File: src/design/spq_pkg.sv
// spq_pkg: shared types and constants for the stable priority queue
// job entry, request and response beat layouts, status codes
// no dependencies
package spq_pkg;

   localparam int QUEUE_DEPTH = 16;
   localparam int IDX_W       = $clog2(QUEUE_DEPTH);
   localparam int CNT_W       = $clog2(QUEUE_DEPTH + 1);
   localparam int OCC_W       = 5;

   typedef enum logic [1:0] {
      ST_ADDED  = 2'd0,
      ST_POPPED = 2'd1,
      ST_EMPTY  = 2'd2,
      ST_FULL   = 2'd3
   } status_type;

   typedef enum logic {
      ACT_ADD = 1'b0,
      ACT_POP = 1'b1
   } action_type;

   typedef struct packed {
      logic signed [15:0] prio;
      logic [15:0]        tag;
      logic [7:0]         owner;
   } job_type;

   typedef struct packed {
      logic               action;
      logic signed [15:0] priority_req;
      logic [15:0]        job_tag;
      logic [7:0]         owner_id;
   } req_type;

   typedef struct packed {
      status_type         status;
      logic signed [15:0] out_priority;
      logic [15:0]        out_tag;
      logic [7:0]         out_owner;
      logic [OCC_W-1:0]   occupancy;
   } rsp_type;

   // classified command handed from front to back
   typedef struct packed {
      logic    is_pop;
      job_type job;
   } cmd_type;

endpackage

File: src/design/stable_priority_queue.sv
// Stable priority queue for print jobs: 16-entry job store, FIFO tie break.
// Request side is a queue: a beat is taken when req_push is high and
// req_full is low. An add beat appends a job; a pop beat removes the job of
// greatest signed priority, the earliest-added among equal priorities.
// Response side is a queue: the oldest result sits on rsp_data while
// rsp_empty is low and leaves when rsp_pop is high at that edge.
// Every request beat yields exactly one response beat, in request order.
// An add or an empty pop goes from IDLE straight to EMIT. A pop with jobs
// held runs SCAN (skipped for a single job), checking one store entry per
// cycle for the maximum, then SHIFT to close the gap, then EMIT. The engine
// takes no new command until its result enters the result queue.
// Two request beats and two result beats can wait in the side queues.
// When the receiver stalls, results fill the result queue, the engine holds
// its finished result, then the command queue fills and req_full rises.
// Synchronous reset empties both queues and the job store.
// Depends on spq_pkg, spq_front, spq_engine and spq_rsp_queue.
module stable_priority_queue (
   input  logic             clock,
   input  logic             reset,
   input  logic             req_push,
   output logic             req_full,
   input  spq_pkg::req_type req_data,
   output logic             rsp_empty,
   input  logic             rsp_pop,
   output spq_pkg::rsp_type rsp_data
);
   import spq_pkg::*;

   logic    cmd_valid;
   logic    cmd_take;
   cmd_type cmd;
   logic    res_push;
   logic    res_full;
   rsp_type res_data;

   // front: accept and classify
   spq_front u_front (
      .clock     (clock),
      .reset     (reset),
      .req_push  (req_push),
      .req_full  (req_full),
      .req_data  (req_data),
      .cmd_valid (cmd_valid),
      .cmd       (cmd),
      .cmd_take  (cmd_take)
   );

   // back: store, scan and compaction
   spq_engine u_engine (
      .clock     (clock),
      .reset     (reset),
      .cmd_valid (cmd_valid),
      .cmd       (cmd),
      .cmd_take  (cmd_take),
      .res_push  (res_push),
      .res_data  (res_data),
      .res_full  (res_full)
   );

   // result queue toward the response port
   spq_rsp_queue u_rsp_queue (
      .clock     (clock),
      .reset     (reset),
      .res_push  (res_push),
      .res_data  (res_data),
      .res_full  (res_full),
      .rsp_empty (rsp_empty),
      .rsp_pop   (rsp_pop),
      .rsp_data  (rsp_data)
   );

endmodule

File: src/design/spq_front.sv
// spq_front: accepts request beats, classifies them, holds them in a
// two-entry command queue for the execution engine
// depends on spq_pkg
module spq_front (
   input  logic             clock,
   input  logic             reset,
   input  logic             req_push,
   output logic             req_full,
   input  spq_pkg::req_type req_data,
   output logic             cmd_valid,
   output spq_pkg::cmd_type cmd,
   input  logic             cmd_take
);
   import spq_pkg::*;

   cmd_type     slot_ff [2];
   logic        wr_ptr_ff, wr_ptr_in;
   logic        rd_ptr_ff, rd_ptr_in;
   logic [1:0]  count_ff, count_in;
   logic        do_push, do_pop;
   cmd_type     cmd_new;

   // classify the incoming beat
   always_comb begin
      cmd_new.is_pop    = (req_data.action == ACT_POP);
      cmd_new.job.prio  = req_data.priority_req;
      cmd_new.job.tag   = req_data.job_tag;
      cmd_new.job.owner = req_data.owner_id;
   end

   assign req_full  = (count_ff == 2'd2);
   assign cmd_valid = (count_ff != 2'd0);
   assign cmd       = slot_ff[rd_ptr_ff];
   assign do_push   = req_push && !req_full;
   assign do_pop    = cmd_take && cmd_valid;

   // pointer and count update
   always_comb begin
      wr_ptr_in = do_push ? ~wr_ptr_ff : wr_ptr_ff;
      rd_ptr_in = do_pop ? ~rd_ptr_ff : rd_ptr_ff;
      count_in  = count_ff;
      if (do_push && !do_pop) begin
         count_in = count_ff + 2'd1;
      end else if (do_pop && !do_push) begin
         count_in = count_ff - 2'd1;
      end
   end

   always_ff @(posedge clock) begin
      if (reset) begin
         wr_ptr_ff <= 1'b0;
         rd_ptr_ff <= 1'b0;
         count_ff  <= 2'd0;
      end else begin
         wr_ptr_ff <= wr_ptr_in;
         rd_ptr_ff <= rd_ptr_in;
         count_ff  <= count_in;
      end
   end

   // payload slots, no reset
   always_ff @(posedge clock) begin
      if (do_push) begin
         slot_ff[wr_ptr_ff] <= cmd_new;
      end
   end

endmodule

File: src/design/spq_engine.sv
// spq_engine: job store and sequencer; appends jobs, scans for the
// highest priority, compacts the store and issues one result per command
// depends on spq_pkg
module spq_engine (
   input  logic             clock,
   input  logic             reset,
   input  logic             cmd_valid,
   input  spq_pkg::cmd_type cmd,
   output logic             cmd_take,
   output logic             res_push,
   output spq_pkg::rsp_type res_data,
   input  logic             res_full
);
   import spq_pkg::*;

   typedef enum logic [3:0] {
      S_IDLE  = 4'b0001,
      S_SCAN  = 4'b0010,
      S_SHIFT = 4'b0100,
      S_EMIT  = 4'b1000
   } state_type;

   state_type        state_ff, state_in;
   job_type          store_ff [QUEUE_DEPTH];
   job_type          store_in [QUEUE_DEPTH];
   logic [CNT_W-1:0] count_ff, count_in;
   logic [IDX_W-1:0] scan_ff, scan_in;
   logic [IDX_W-1:0] best_idx_ff, best_idx_in;
   job_type          best_ff, best_in;
   status_type       status_ff, status_in;
   job_type          scan_job;
   logic [CNT_W-1:0] last_idx;

   assign scan_job = store_ff[scan_ff];
   assign last_idx = count_ff - CNT_W'(1);
   assign cmd_take = (state_ff == S_IDLE) && cmd_valid;

   // sequencer
   always_comb begin
      state_in    = state_ff;
      count_in    = count_ff;
      scan_in     = scan_ff;
      best_idx_in = best_idx_ff;
      best_in     = best_ff;
      status_in   = status_ff;
      for (int j = 0; j < QUEUE_DEPTH; j++) begin
         store_in[j] = store_ff[j];
      end
      case (state_ff)
         S_IDLE: begin
            if (cmd_valid) begin
               if (!cmd.is_pop) begin
                  // append behind held jobs unless full
                  if (count_ff == CNT_W'(QUEUE_DEPTH)) begin
                     status_in = ST_FULL;
                  end else begin
                     store_in[count_ff[IDX_W-1:0]] = cmd.job;
                     count_in  = count_ff + CNT_W'(1);
                     status_in = ST_ADDED;
                  end
                  state_in = S_EMIT;
               end else if (count_ff == '0) begin
                  status_in = ST_EMPTY;
                  state_in  = S_EMIT;
               end else begin
                  // first job is the initial best
                  best_idx_in = '0;
                  best_in     = store_ff[0];
                  scan_in     = IDX_W'(1);
                  status_in   = ST_POPPED;
                  state_in    = (count_ff == CNT_W'(1)) ? S_SHIFT : S_SCAN;
               end
            end
         end
         S_SCAN: begin
            // strictly greater keeps the earliest among equals
            if (scan_job.prio > best_ff.prio) begin
               best_idx_in = scan_ff;
               best_in     = scan_job;
            end
            scan_in = scan_ff + IDX_W'(1);
            if (CNT_W'(scan_ff) == last_idx) begin
               state_in = S_SHIFT;
            end
         end
         S_SHIFT: begin
            // close the gap left by the removed job
            for (int j = 0; j < QUEUE_DEPTH - 1; j++) begin
               if (IDX_W'(j) >= best_idx_ff) begin
                  store_in[j] = store_ff[j+1];
               end
            end
            count_in = count_ff - CNT_W'(1);
            state_in = S_EMIT;
         end
         S_EMIT: begin
            if (!res_full) begin
               state_in = S_IDLE;
            end
         end
         default: begin
            state_in = S_IDLE;
         end
      endcase
   end

   // result beat
   always_comb begin
      res_push           = (state_ff == S_EMIT) && !res_full;
      res_data.status    = status_ff;
      res_data.occupancy = OCC_W'(count_ff);
      if (status_ff == ST_POPPED) begin
         res_data.out_priority = best_ff.prio;
         res_data.out_tag      = best_ff.tag;
         res_data.out_owner    = best_ff.owner;
      end else begin
         res_data.out_priority = '0;
         res_data.out_tag      = '0;
         res_data.out_owner    = '0;
      end
   end

   always_ff @(posedge clock) begin
      if (reset) begin
         state_ff <= S_IDLE;
         count_ff <= '0;
      end else begin
         state_ff <= state_in;
         count_ff <= count_in;
      end
   end

   // payload and scan registers, no reset
   always_ff @(posedge clock) begin
      scan_ff     <= scan_in;
      best_idx_ff <= best_idx_in;
      best_ff     <= best_in;
      status_ff   <= status_in;
      for (int j = 0; j < QUEUE_DEPTH; j++) begin
         store_ff[j] <= store_in[j];
      end
   end

endmodule

File: src/design/spq_rsp_queue.sv
// spq_rsp_queue: two-entry result queue between the engine and the
// response port, so results wait without stalling the engine at once
// depends on spq_pkg
module spq_rsp_queue (
   input  logic             clock,
   input  logic             reset,
   input  logic             res_push,
   input  spq_pkg::rsp_type res_data,
   output logic             res_full,
   output logic             rsp_empty,
   input  logic             rsp_pop,
   output spq_pkg::rsp_type rsp_data
);
   import spq_pkg::*;

   rsp_type     slot_ff [2];
   logic        wr_ptr_ff, wr_ptr_in;
   logic        rd_ptr_ff, rd_ptr_in;
   logic [1:0]  count_ff, count_in;
   logic        do_push, do_pop;

   assign res_full  = (count_ff == 2'd2);
   assign rsp_empty = (count_ff == 2'd0);
   assign rsp_data  = slot_ff[rd_ptr_ff];
   assign do_push   = res_push && !res_full;
   assign do_pop    = rsp_pop && !rsp_empty;

   // pointer and count update
   always_comb begin
      wr_ptr_in = do_push ? ~wr_ptr_ff : wr_ptr_ff;
      rd_ptr_in = do_pop ? ~rd_ptr_ff : rd_ptr_ff;
      count_in  = count_ff;
      if (do_push && !do_pop) begin
         count_in = count_ff + 2'd1;
      end else if (do_pop && !do_push) begin
         count_in = count_ff - 2'd1;
      end
   end

   always_ff @(posedge clock) begin
      if (reset) begin
         wr_ptr_ff <= 1'b0;
         rd_ptr_ff <= 1'b0;
         count_ff  <= 2'd0;
      end else begin
         wr_ptr_ff <= wr_ptr_in;
         rd_ptr_ff <= rd_ptr_in;
         count_ff  <= count_in;
      end
   end

   // payload slots, no reset
   always_ff @(posedge clock) begin
      if (do_push) begin
         slot_ff[wr_ptr_ff] <= res_data;
      end
   end

endmodule
File: config.mk
export PLATFORM = sky130hd
export DESIGN_NAME = stable_priority_queue
export DESIGN_NICKNAME = d
export VERILOG_FILES = /design/src/design/spq_pkg.sv /design/src/design/stable_priority_queue.sv /design/src/design/spq_front.sv /design/src/design/spq_engine.sv /design/src/design/spq_rsp_queue.sv
export SDC_FILE = /design/constraint.sdc
export NUM_CORES = 1
export LEC_CHECK = 0
export BUFFER_PORTS_ARGS = -buffer_cell sky130_fd_sc_hd__buf_2
export CAP_MARGIN = 20
export CORE_MARGIN = 2
export CORE_UTILIZATION = 45
export DETAILED_ROUTE_END_ITERATION = 10
export GPL_TIMING_DRIVEN = 0
export PLACE_DENSITY_LB_ADDON = 0.08
export SLEW_MARGIN = 15
export SYNTH_ARGS = -nofsm -noshare
export SYNTH_HDL_FRONTEND = slang
export SYNTH_HIERARCHICAL = 1
export SYNTH_SLANG_ARGS = --single-unit
File: constraint.sdc
create_clock -name clock -period 7.3 [get_ports clock]
set_input_delay 0.365 -clock clock [delete_from_list [all_inputs] [get_ports clock]]
set_output_delay 0.365 -clock clock [all_outputs]
set_load 0.01 [all_outputs]
After elaboration in Yosys (flattened, before gate mapping)
Memory sizes are Yosys's and may differ from the RTL's. A register that Yosys moved wholly into a read port is not among the register bits.
Cells that the tools add are included.
{"block": "classes", "n_addsub": 7, "order_cmp": 18, "n_eq_ne": 18, "mux": 65, "bitwise_logic": 5, "reduce_logical": 30}
{"op": "640-bit two-way mux", "count": 3}
{"op": "600-bit one-hot mux with 2 select lines", "count": 1}
{"op": "40-bit two-way mux", "count": 22}
{"op": "640-bit bitwise mux", "count": 1}
{"op": "40-bit demux with 4-bit select", "count": 1}
{"op": "40-bit one-hot mux with 2 select lines", "count": 1}
{"op": "4-bit two-way mux", "count": 13}
{"op": "4-bit >= comparator, first input constant", "count": 7}
{"op": "3-bit by 4-bit >= comparator with 1-bit output, first input constant", "count": 4}
{"op": "16-bit greater-than comparator", "count": 1}
{"op": "4-bit one-hot mux with 2 select lines", "count": 2}
{"op": "4-bit one-hot mux with 4 select lines", "count": 1}
{"op": "5-bit two-way mux", "count": 3}
{"op": "2-bit two-way mux", "count": 7}
{"op": "1-bit logical AND", "count": 11}
{"op": "5-bit one-hot mux with 2 select lines", "count": 1}
{"op": "2-bit nonzero test", "count": 5}
{"op": "1-bit by 4-bit >= comparator with 1-bit output, first input constant", "count": 2}
{"op": "2-bit by 4-bit >= comparator with 1-bit output, first input constant", "count": 2}
{"op": "1-bit two-way mux", "count": 8}
{"op": "2-bit by 1-bit != test with 1-bit output, second input constant", "count": 4}
{"op": "2-bit != test, second input constant", "count": 4}
{"op": "4-bit AND reduction", "count": 2}
{"op": "1-bit logical NOT", "count": 7}
{"op": "24 further kinds", "count": 30}
{"block": "totals", "ff_bits": 67, "ram_bits": 816, "in_bits": 45, "output_inout_bits": 49, "n_memories": 3}
{"memory": "u_engine.store_ff", "depth": 16, "word_bits": 40, "read_ports": 17, "rd_clocked_by_memory_dff": 1, "wr": 16, "line_no": "spq_engine.sv:24", "rtl": "job_type store_ff [QUEUE_DEPTH];"}
{"memory": "u_rsp_queue.slot_ff", "depth": 2, "word_bits": 47, "read_ports": 1, "rd_clocked_by_memory_dff": 1, "wr": 1, "line_no": "spq_rsp_queue.sv:16", "rtl": "rsp_type slot_ff [2];"}
{"memory": "u_front.slot_ff", "depth": 2, "word_bits": 41, "read_ports": 1, "rd_clocked_by_memory_dff": 1, "wr": 1, "line_no": "spq_front.sv:16", "rtl": "cmd_type slot_ff [2];"}

Logic depth before layout (Yosys ltp)
Gate-level depths: netlist (run 1).
{"block": "depth", "ltp_word": 10, "mapped_depth": 14, "depth_no_buf": 11}

Hierarchy
The synthesis (run 1) kept the hierarchy.
{"module": "spq_engine", "instances": 1, "cells_per_inst": 2197, "area_each_um2": 34043.9, "seq_area_each_um2": 20980.1}
{"module": "spq_rsp_queue", "instances": 1, "cells_per_inst": 171, "area_each_um2": 3613.5, "seq_area_each_um2": 2922.8}
{"module": "spq_front", "instances": 1, "cells_per_inst": 153, "area_each_um2": 3169.3, "seq_area_each_um2": 2562.5}

Worst setup path before layout (run 1)
Ideal clock, no wire load.
{"block": "synth_timing", "path_kind": "register to register", "startpoint": "register with a tool-made name", "endpoint": "register u_engine/best_ff[0] in the netlist's numbering (enable)", "setup_time_ns": 0.512, "arrival_time_ns": 6.061, "required_time_ns": 6.788, "path_slack_ns": 0.727, "stages_incl_launch_ff": 14, "period_less_slack_ns": 6.573, "cell_sequence": "dfxtp_1 -> buf_2 -> buf_2 -> mux4_2 -> nand2_1 -> nand2_1 -> nor2_1 -> a21oi_1 -> ha_1 -> nand4_1 -> or4_1 -> a21oi_1 -> nor4_1 -> a211oi_1"}
{"item": "end signal: assignment", "line_no": "spq_engine.sv:137", "rtl": "best_ff <= best_in;"}
{"item": "end: declaration", "line_no": "spq_engine.sv:29", "rtl": "job_type best_ff, best_in;"}

==> results of run 1 <==
## cells in the final DEF, fill, tap and decap left out, types with 17 or more instances in the layout
| cell type | count |
|---|---|
| o21ai_0 | 37 |
| clkinv_2 | 17 |
| a221o_1 | 17 |
| dfxtp_1 | 23 |
| a21oi_1 | 47 |
| clkbuf_1 | 175 |
| buf_6 | 21 |
| buf_2 | 178 |
| ha_1 | 23 |
| nand2_1 | 67 |
| clkbuf_16 | 98 |
| inv_1 | 24 |
| mux2i_1 | 41 |
| and2_1 | 48 |
| dlygate4sd3_1 | 41 |
| mux2_2 | 109 |
| a22o_1 | 601 |
| mux4_2 | 159 |
| nor2_1 | 72 |
| edfxtp_1 | 866 |
| a22oi_1 | 26 |
| clkinv_1 | 20 |
## worst reg2reg max path: stages, from the launching register on
cell,delay [ps]
dfxtp_1,310
buf_2,280
buf_2,460
buf_2,490
mux4_2,450
mux2i_1,460
a21oi_1,180
ha_1,350
nand4_1,170
or4_1,570
a21oi_1,160
nor4_1,120
a211oi_4,510
buf_8,220
buf_8,160
## kinds of logic after synthesis
group / after synthesis
xor gates and xnor gates: 17
buffers and inverters: 279
muxes: 313
adders and majority gates: 23
and+or+nand+nor: 243
AOI/OAI and AO/OA: 757
DFF: 889
## synthesized netlist by cell type (all sizes together) (2+ instances only)
| master | n |
|---|---|
| edfxtp | 866 |
| a22o | 601 |
| mux4 | 159 |
| clkbuf | 150 |
| mux2 | 113 |
| buf | 102 |
| nor2 | 74 |
| nand2 | 67 |
| and2 | 50 |
| a21oi | 48 |
| mux2i | 41 |
| o21ai | 38 |
| a22oi | 26 |
| inv | 26 |
| dfxtp | 23 |
| ha | 23 |
| a221o | 17 |
| nor3 | 12 |
| a211oi | 10 |
| nor2b | 9 |
| xor2 | 9 |
| xnor2 | 8 |
| nor4b | 4 |
| or3 | 4 |
| a21o | 3 |
| a311oi | 3 |
| and3 | 3 |
| nand2b | 3 |
| nand3 | 3 |
| nand4 | 3 |
| nor4 | 3 |
| o211ai | 2 |
| o21bai | 2 |
| or2 | 2 |
| or4b | 2 |
## power groups by stage
stage	logic (mW)	registers [mW]	clock network (mW)
after floorplan	3.02	7.52	0
after CTS	4.94	7.63	4.83
after detailed placement	4.90	7.74	0
after global routing	5.29	7.75	5.02
final	4.96	7.67	4.71
after global placement	4.49	7.84	0
## state kept, by name, summed over array words and instances (netlist names), named ones only
name                   flops
u_rsp_queue/wr_ptr_ff      1
u_engine/best_idx_ff       4
u_rsp_queue/count_ff       2
u_engine/count_ff          5
u_front/count_ff           2
u_engine/best_ff          40
u_front/rd_ptr_ff          1
u_engine/scan_ff           4
u_engine/status_ff         2
u_engine/state_ff          4
u_engine/store_ff        640
u_front/wr_ptr_ff          1
u_rsp_queue/rd_ptr_ff      1
u_rsp_queue/slot_ff       94
u_front/slot_ff           82
## layout make-up
type / count / area (um2) / area share
Sequential cell: 889 / 26470 / 0.5621
Clock buffer: 125 / 2574 / 0.05466
Antenna cell: 1 / 2.502 / 0.00005314
Multi-Input combinational cell: 1353 / 13370 / 0.2838
Timing Repair Buffer: 186 / 1562 / 0.03316
Tap cell: 1176 / 1471 / 0.03125
Buffer: 252 / 1074 / 0.02280
Inverter: 27 / 101.3 / 0.002152
Clock inverter: 51 / 471.7 / 0.01002
## per-layer routing
layer | global-route usage | up-vias | part of all wire
li1 | - | 11030 | -
met1 | 0.3554 | 12650 | 0.44
met2 | 0.3476 | 1227 | 0.43
met3 | 0.05581 | 139 | 0.11
met4 | 0.05213 | 2 | 0.018
met5 | 0 | - | 0.00012
## path summary, 6_finish.rpt
check,from,to,slack (ps),cells past startpoint
min,reset,u_engine/count_ff[3],90,2
min reg2reg,u_engine/status_ff[1],u_rsp_queue/slot_ff[0][46],470,0
max,flip-flop,u_engine/best_ff[27],2130,14
max reg2reg,flip-flop,u_engine/best_ff[27],2130,14
## timing repair
action,CTS,global route
setup buffers,0,0
endpoints found under the hold margin,82,0
hold buffers,41,0
endpoints found under the setup margin,0,0
## stage by stage
step                cells  hold slack (ps)  TNS [ps]
global placement     3790            452.7   -417260
finish               4060            90.77         0
CTS                  4059            59.01         0
detailed placement   3842            462.9         0
floorplan            2521            434.1         0
global route         4059            101.8         0
==> reports/results.ini, run 1 <==
[power_and_ir_drop]
clockPowerShare = 0.272
p_per_area_nw_per_um2 = 368.3
total_leakage_power_nw = 16.22
finalPower_mw = 17.34
comb_power_share = 0.286
switching_power_mw = 5.707
p_seq_frac = 0.442
irDropWorstVdd_mv = 0.2173
p_sw_frac = 0.3291
internal_power_mw = 11.64

[placed_design]
hpwlAfterDp_mm = 85.55
portBuffers = 93
place_ws_ps = 2144
post_dp_cell_area_um2 = 43630
place.gp.congestion = 0.9202

[setup_path]
setup.worst_path.end_class = flip-flop
slowest_stage = or4_1
critical_path_buf_inv_count = 5
crit_family = buffers and inverters
startpoint_type = flip-flop
crit_path_max_fanout = 12
critPathKind = reg -> reg
critical_path_required_ps = 7640
crit_chain = buf_2 > buf_2 > buf_2 > mux4_2 > mux2i_1 > a21oi_1 > ha_1 > nand4_1 > or4_1 > a21oi_1 > nor4_1 > a211oi_4 > buf_8 > buf_8
critPathMostFrequentCell = buf_2
crit_path_max_incr_delay_ps = 570
cp_data_arrival_time_ps = 5510

[synthesis]
syn_avg_cell_area_um2 = 16.19
synth_xor_area_frac = 0.003647
yosys-mux-area-fraction = 0.1290
synthAdderAreaFrac = 0.007049
synthTopCellsByArea = edfxtp_1 64%, a22o_1 13%, mux4_2 8.8%
synth-compound-area-share = 0.1541
synth_edf_count = 866
yosys.area.top_type = edfxtp_1
ys_seq_area_frac = 0.6482
synthArstFlopShare = 0
synth_nets = 2589
syn_inst = 2521
synth_top_family_by_area = compound AO/OA/AOI/OAI gates
yosys.area_share.simple = 0.02921
yosysTopAreaCellShare = 0.6370
synth_top_flop_cell = edfxtp_1
ys_seq_elements = 889
yosysWarningCount = 6
syn_area_um2 = 40830
yosysUniqueCellTypes = 58

[timing]
hold_viol_final = 0
max_freq_ghz = 0.1935
min_period_ps = 5169
maxSlewViolCount = 0
worstMarginPinSlew_ps = 1079
layout_setup_ws_ps = 2131
clock-skew-final_ps = 22.06
finalCritPeriodShare = 0.7081
finalSetupViolations = 0
rsz0062_at_grt = no
slew_headroom = 0.2750

[route]
dr.pass1.iters = 5
vias = 25050
wire_per_inst_um = 27.42
drtAntennaViolNets = 0
viasPerCell = 6.170
dr.first_iter.drc_count = 2707
finalWirelength_mm = 111.3
remaining_drc_errors = 0

[clock_tree]
clk_pin_slew_worst_paths_ps = 60
cts_root_buffer = clkbuf_16
numCtsBuffers = 96
cts_resized = 0
tritoncts = yes
cts.sink_count = 889
insertion_delay_ps = 650
clockBufferDepth = 3
htreeDepth = 3

[floorplan]
dieArea_um2 = 93150
fp-row-count = 110
start_util = 0.4536
pin_count = 94
die_y_um = 305.2
die_w_um = 305.2
core-area_um2 = 90010

[grt]
grt_pass1_vias = 24810
overflow = 0
grt_max_degree = 32
grt_pass1_wl_mm = 163.2
antenna_found_initial = 2
grt_usage = 0.2356

[cells_and_area]
area_delta_synth_final_pct = 15.33
fin_util = 0.5231
final_area_um2 = 47090
final_nets = 2873
layout-drive-gt1-share = 0.2307
nFillCells = 7494

[run_status]
status = finished clean

[flow_run]
cap_violations = 0

[hold_path]
hold_class = in -> reg

Note: power is estimated with default switching activity, not from simulation.
==> run 2, diff against run 1 <==
==> constraint.sdc (replaced) <==
create_clock -name clock -period 4.7 [get_ports clock]
set_input_delay 0.235 -clock clock [delete_from_list [all_inputs] [get_ports clock]]
set_output_delay 0.235 -clock clock [all_outputs]
set_load 0.01 [all_outputs]
==> reports/results.ini, run 2 (synthesis results as in run 1) <==
[run_status]
status = finished clean

[clock_tree]
cts_root_buffer = clkbuf_16
insertion_delay_ps = 650  ; about the same
clk_pin_slew_worst_paths_ps = 60  ; about the same
cts.sink_count = 889  ; unchanged
htreeDepth = 3  ; unchanged
tritoncts = yes
numCtsBuffers = 96  ; unchanged
clockBufferDepth = 3  ; unchanged

[power_and_ir_drop]
irDropWorstVdd_mv = 0.2979  ; +37%
p_per_area_nw_per_um2 = 574.1  ; +56%
finalPower_mw = 27.09  ; +56%
total_leakage_power_nw = 16.22  ; about the same

[route]
wl_met2_mm = 48.50  ; +0.94%
dr.pass1.iters = 5  ; unchanged
wire_per_inst_um = 27.55  ; +0.47%
remaining_drc_errors = 0  ; unchanged
finalWirelength_mm = 111.6  ; +0.29%
wl_met1_mm = 48.96  ; -0.77%
dr.first_iter.drc_count = 2855  ; +5.5%
highest-signal-layer = met5
viasPerCell = 6.182  ; +0.20%
vias = 25060  ; +0.032%
drtAntennaViolNets = 0  ; unchanged
wl_met3_mm = 12.15  ; +2.2%

[placed_design]
hpwlAfterDp_mm = 85.14  ; -0.47%
place.gp.congestion = 0.9105  ; -1.1%
portBuffers = 93  ; unchanged
dp_cells = 3835  ; -0.18%
place_ws_ps = -486.7  ; -2631 ps

[setup_path]
crit_end = u_engine/best_ff[17]
rr_worst_depth = 13  ; -1
rr_endpoint = u_engine/best_ff[17]
critical_path_required_ps = 5040  ; -2600 ps
setup.worst_path.end_class = flip-flop
crit_chain = buf_2 > buf_2 > mux4_2 > mux2i_1 > a21oi_1 > ha_1 > nand2_1 > or4_1 > a21oi_1 > nor4_1 > a211oi_4 > buf_4 > buf_6
startpoint_type = flip-flop
crit_path_max_incr_delay_ps = 590  ; +20 ps
reg2reg_slack_ps = 150  ; -1980 ps
critPathKind = reg -> reg
crit_path_max_fanout = 18  ; +6
cp_data_arrival_time_ps = 4890  ; -620 ps
slowest_stage = mux4_2

[grt]
grt_pass1_wl_mm = 163.3  ; about the same
grt_max_degree = 32  ; unchanged
grt_pass1_vias = 24920  ; +0.44%
antenna_found_initial = 6  ; +4
overflow = 0  ; unchanged
grt_usage = 0.2364  ; +0.0007927

[floorplan]
fp-row-count = 110  ; unchanged
pin_count = 94  ; unchanged
die_w_um = 305.2  ; unchanged
core-area_um2 = 90010  ; unchanged
start_util = 0.4536  ; unchanged
die_y_um = 305.2  ; unchanged
dieArea_um2 = 93150  ; unchanged

[hold_path]
hold_class = in -> reg

[timing]
worstMarginPinSlew_ps = 1122  ; +42.61 ps
layout_setup_ws_ps = 151.8  ; -1979 ps
finalSetupViolations = 0  ; unchanged
rsz0062_at_grt = no
whs_ps = 43.98  ; -46.79 ps
finalCritPeriodShare = 0.9677  ; +0.2596
hold_viol_final = 0  ; unchanged
max_freq_ghz = 0.2199  ; +14%
slew_headroom = 0.2521  ; -0.02287
maxSlewViolCount = 0  ; unchanged
clock-skew-final_ps = 17.08  ; -4.981 ps
min_period_ps = 4548  ; -620.6 ps

[cells_and_area]
layout-drive-gt1-share = 0.2316  ; +0.0009091
nFillCells = 7413  ; -1.1%
top_register = u_engine/store_ff
final_common_cell = edfxtp_1
final_nets = 2871  ; -0.070%
final_cells = 4053  ; -0.17%
top_regs = u_engine/store_ff x640, u_rsp_queue/slot_ff x94, u_front/slot_ff x82
largest_reg_flops = 640  ; unchanged
fin_util = 0.5242  ; +0.001071
final_cell_mix = 866 x edfxtp_1, 601 x a22o_1, 169 x buf_2
area_delta_synth_final_pct = 15.57

[flow_run]
cap_violations = 0  ; unchanged

## run 2: cell types whose count changed in the layout (fill, tap and decap cells not counted), sizes merged
cell,change
clkinvlp,+4
clkinv,-5
buf,-11
inv,+1
bufinv,+2
dlygate4sd3,+2
## run 2: through the flow
stage,TNS [ps],instance area (um2)
finish,0,47180
global placement,-1200690,42810
CTS,0,47140
global route,0,47180
detailed placement,-18790,43630
floorplan,-100700,40880
## run 2: layout make-up
type                    instances  area [um2]  share of cell area
diodes                          1       2.502          0.00005304
clock inverters                53       483.0             0.01024
well taps                    1176        1471             0.03119
inverters                      27       101.3            0.002148
repair buffers                185        1593             0.03376
flip-flops and latches        889       26470              0.5609
plain buffers                 251        1095             0.02320
clock buffers                 118        2569             0.05444
multi-input cells            1353       13400              0.2841
## run 2: what timing repair did
| item | CTS | global route |
|---|---|---|
| hold buffers | 43 | 0 |
| pin swaps | 1 | 0 |
| hold endpoints to repair | 97 | 0 |
| resized for setup | 3 | 14 |
| setup buffers | 4 | 0 |
| setup endpoints to repair | 44 | 43 |
| cloned | 0 | 0 |
## run 2: per-layer routing
layer	GRT usage	up-vias
li1	-	11010
met1	0.3457	12760
met2	0.3463	1165
met3	0.07169	121
met4	0.05785	2
met5	0	-
## run 2: worst min path at each step
| stage | startpoint | to | slack (ps) | depth (start not counted) |
|---|---|---|---|---|
| after floorplan | reset | u_front/count_ff[1] | 300 | 1 |
| after global placement | req_data[15] | u_front/slot_ff[0][15] | 430 | 1 |
| after detailed placement | req_data[21] | u_front/slot_ff[1][21] | 430 | 1 |
| after CTS | rsp_pop | flip-flop | 20 | 4 |
| after global routing | rsp_pop | flip-flop | 80 | 4 |
| final | rsp_pop | flip-flop | 40 | 4 |
## run 2: power by group
group          total, mW  internal (mW)  leakage, nW  switching, mW
Combinational       7.76           2.95         6.45           4.81
Sequential          11.9           10.9         8.29          0.997
Clock               7.41           4.35         1.48           3.06
## run 2: worst max-delay path: cells and delay by family, from the launching register on
kind	cells	cell delay, ps
AOI/OAI and AO/OA	3	500
adders and majority gates	1	320
buffers and inverters	4	1220
DFF	1	330
muxes	2	1130
and+or+nand+nor	3	720
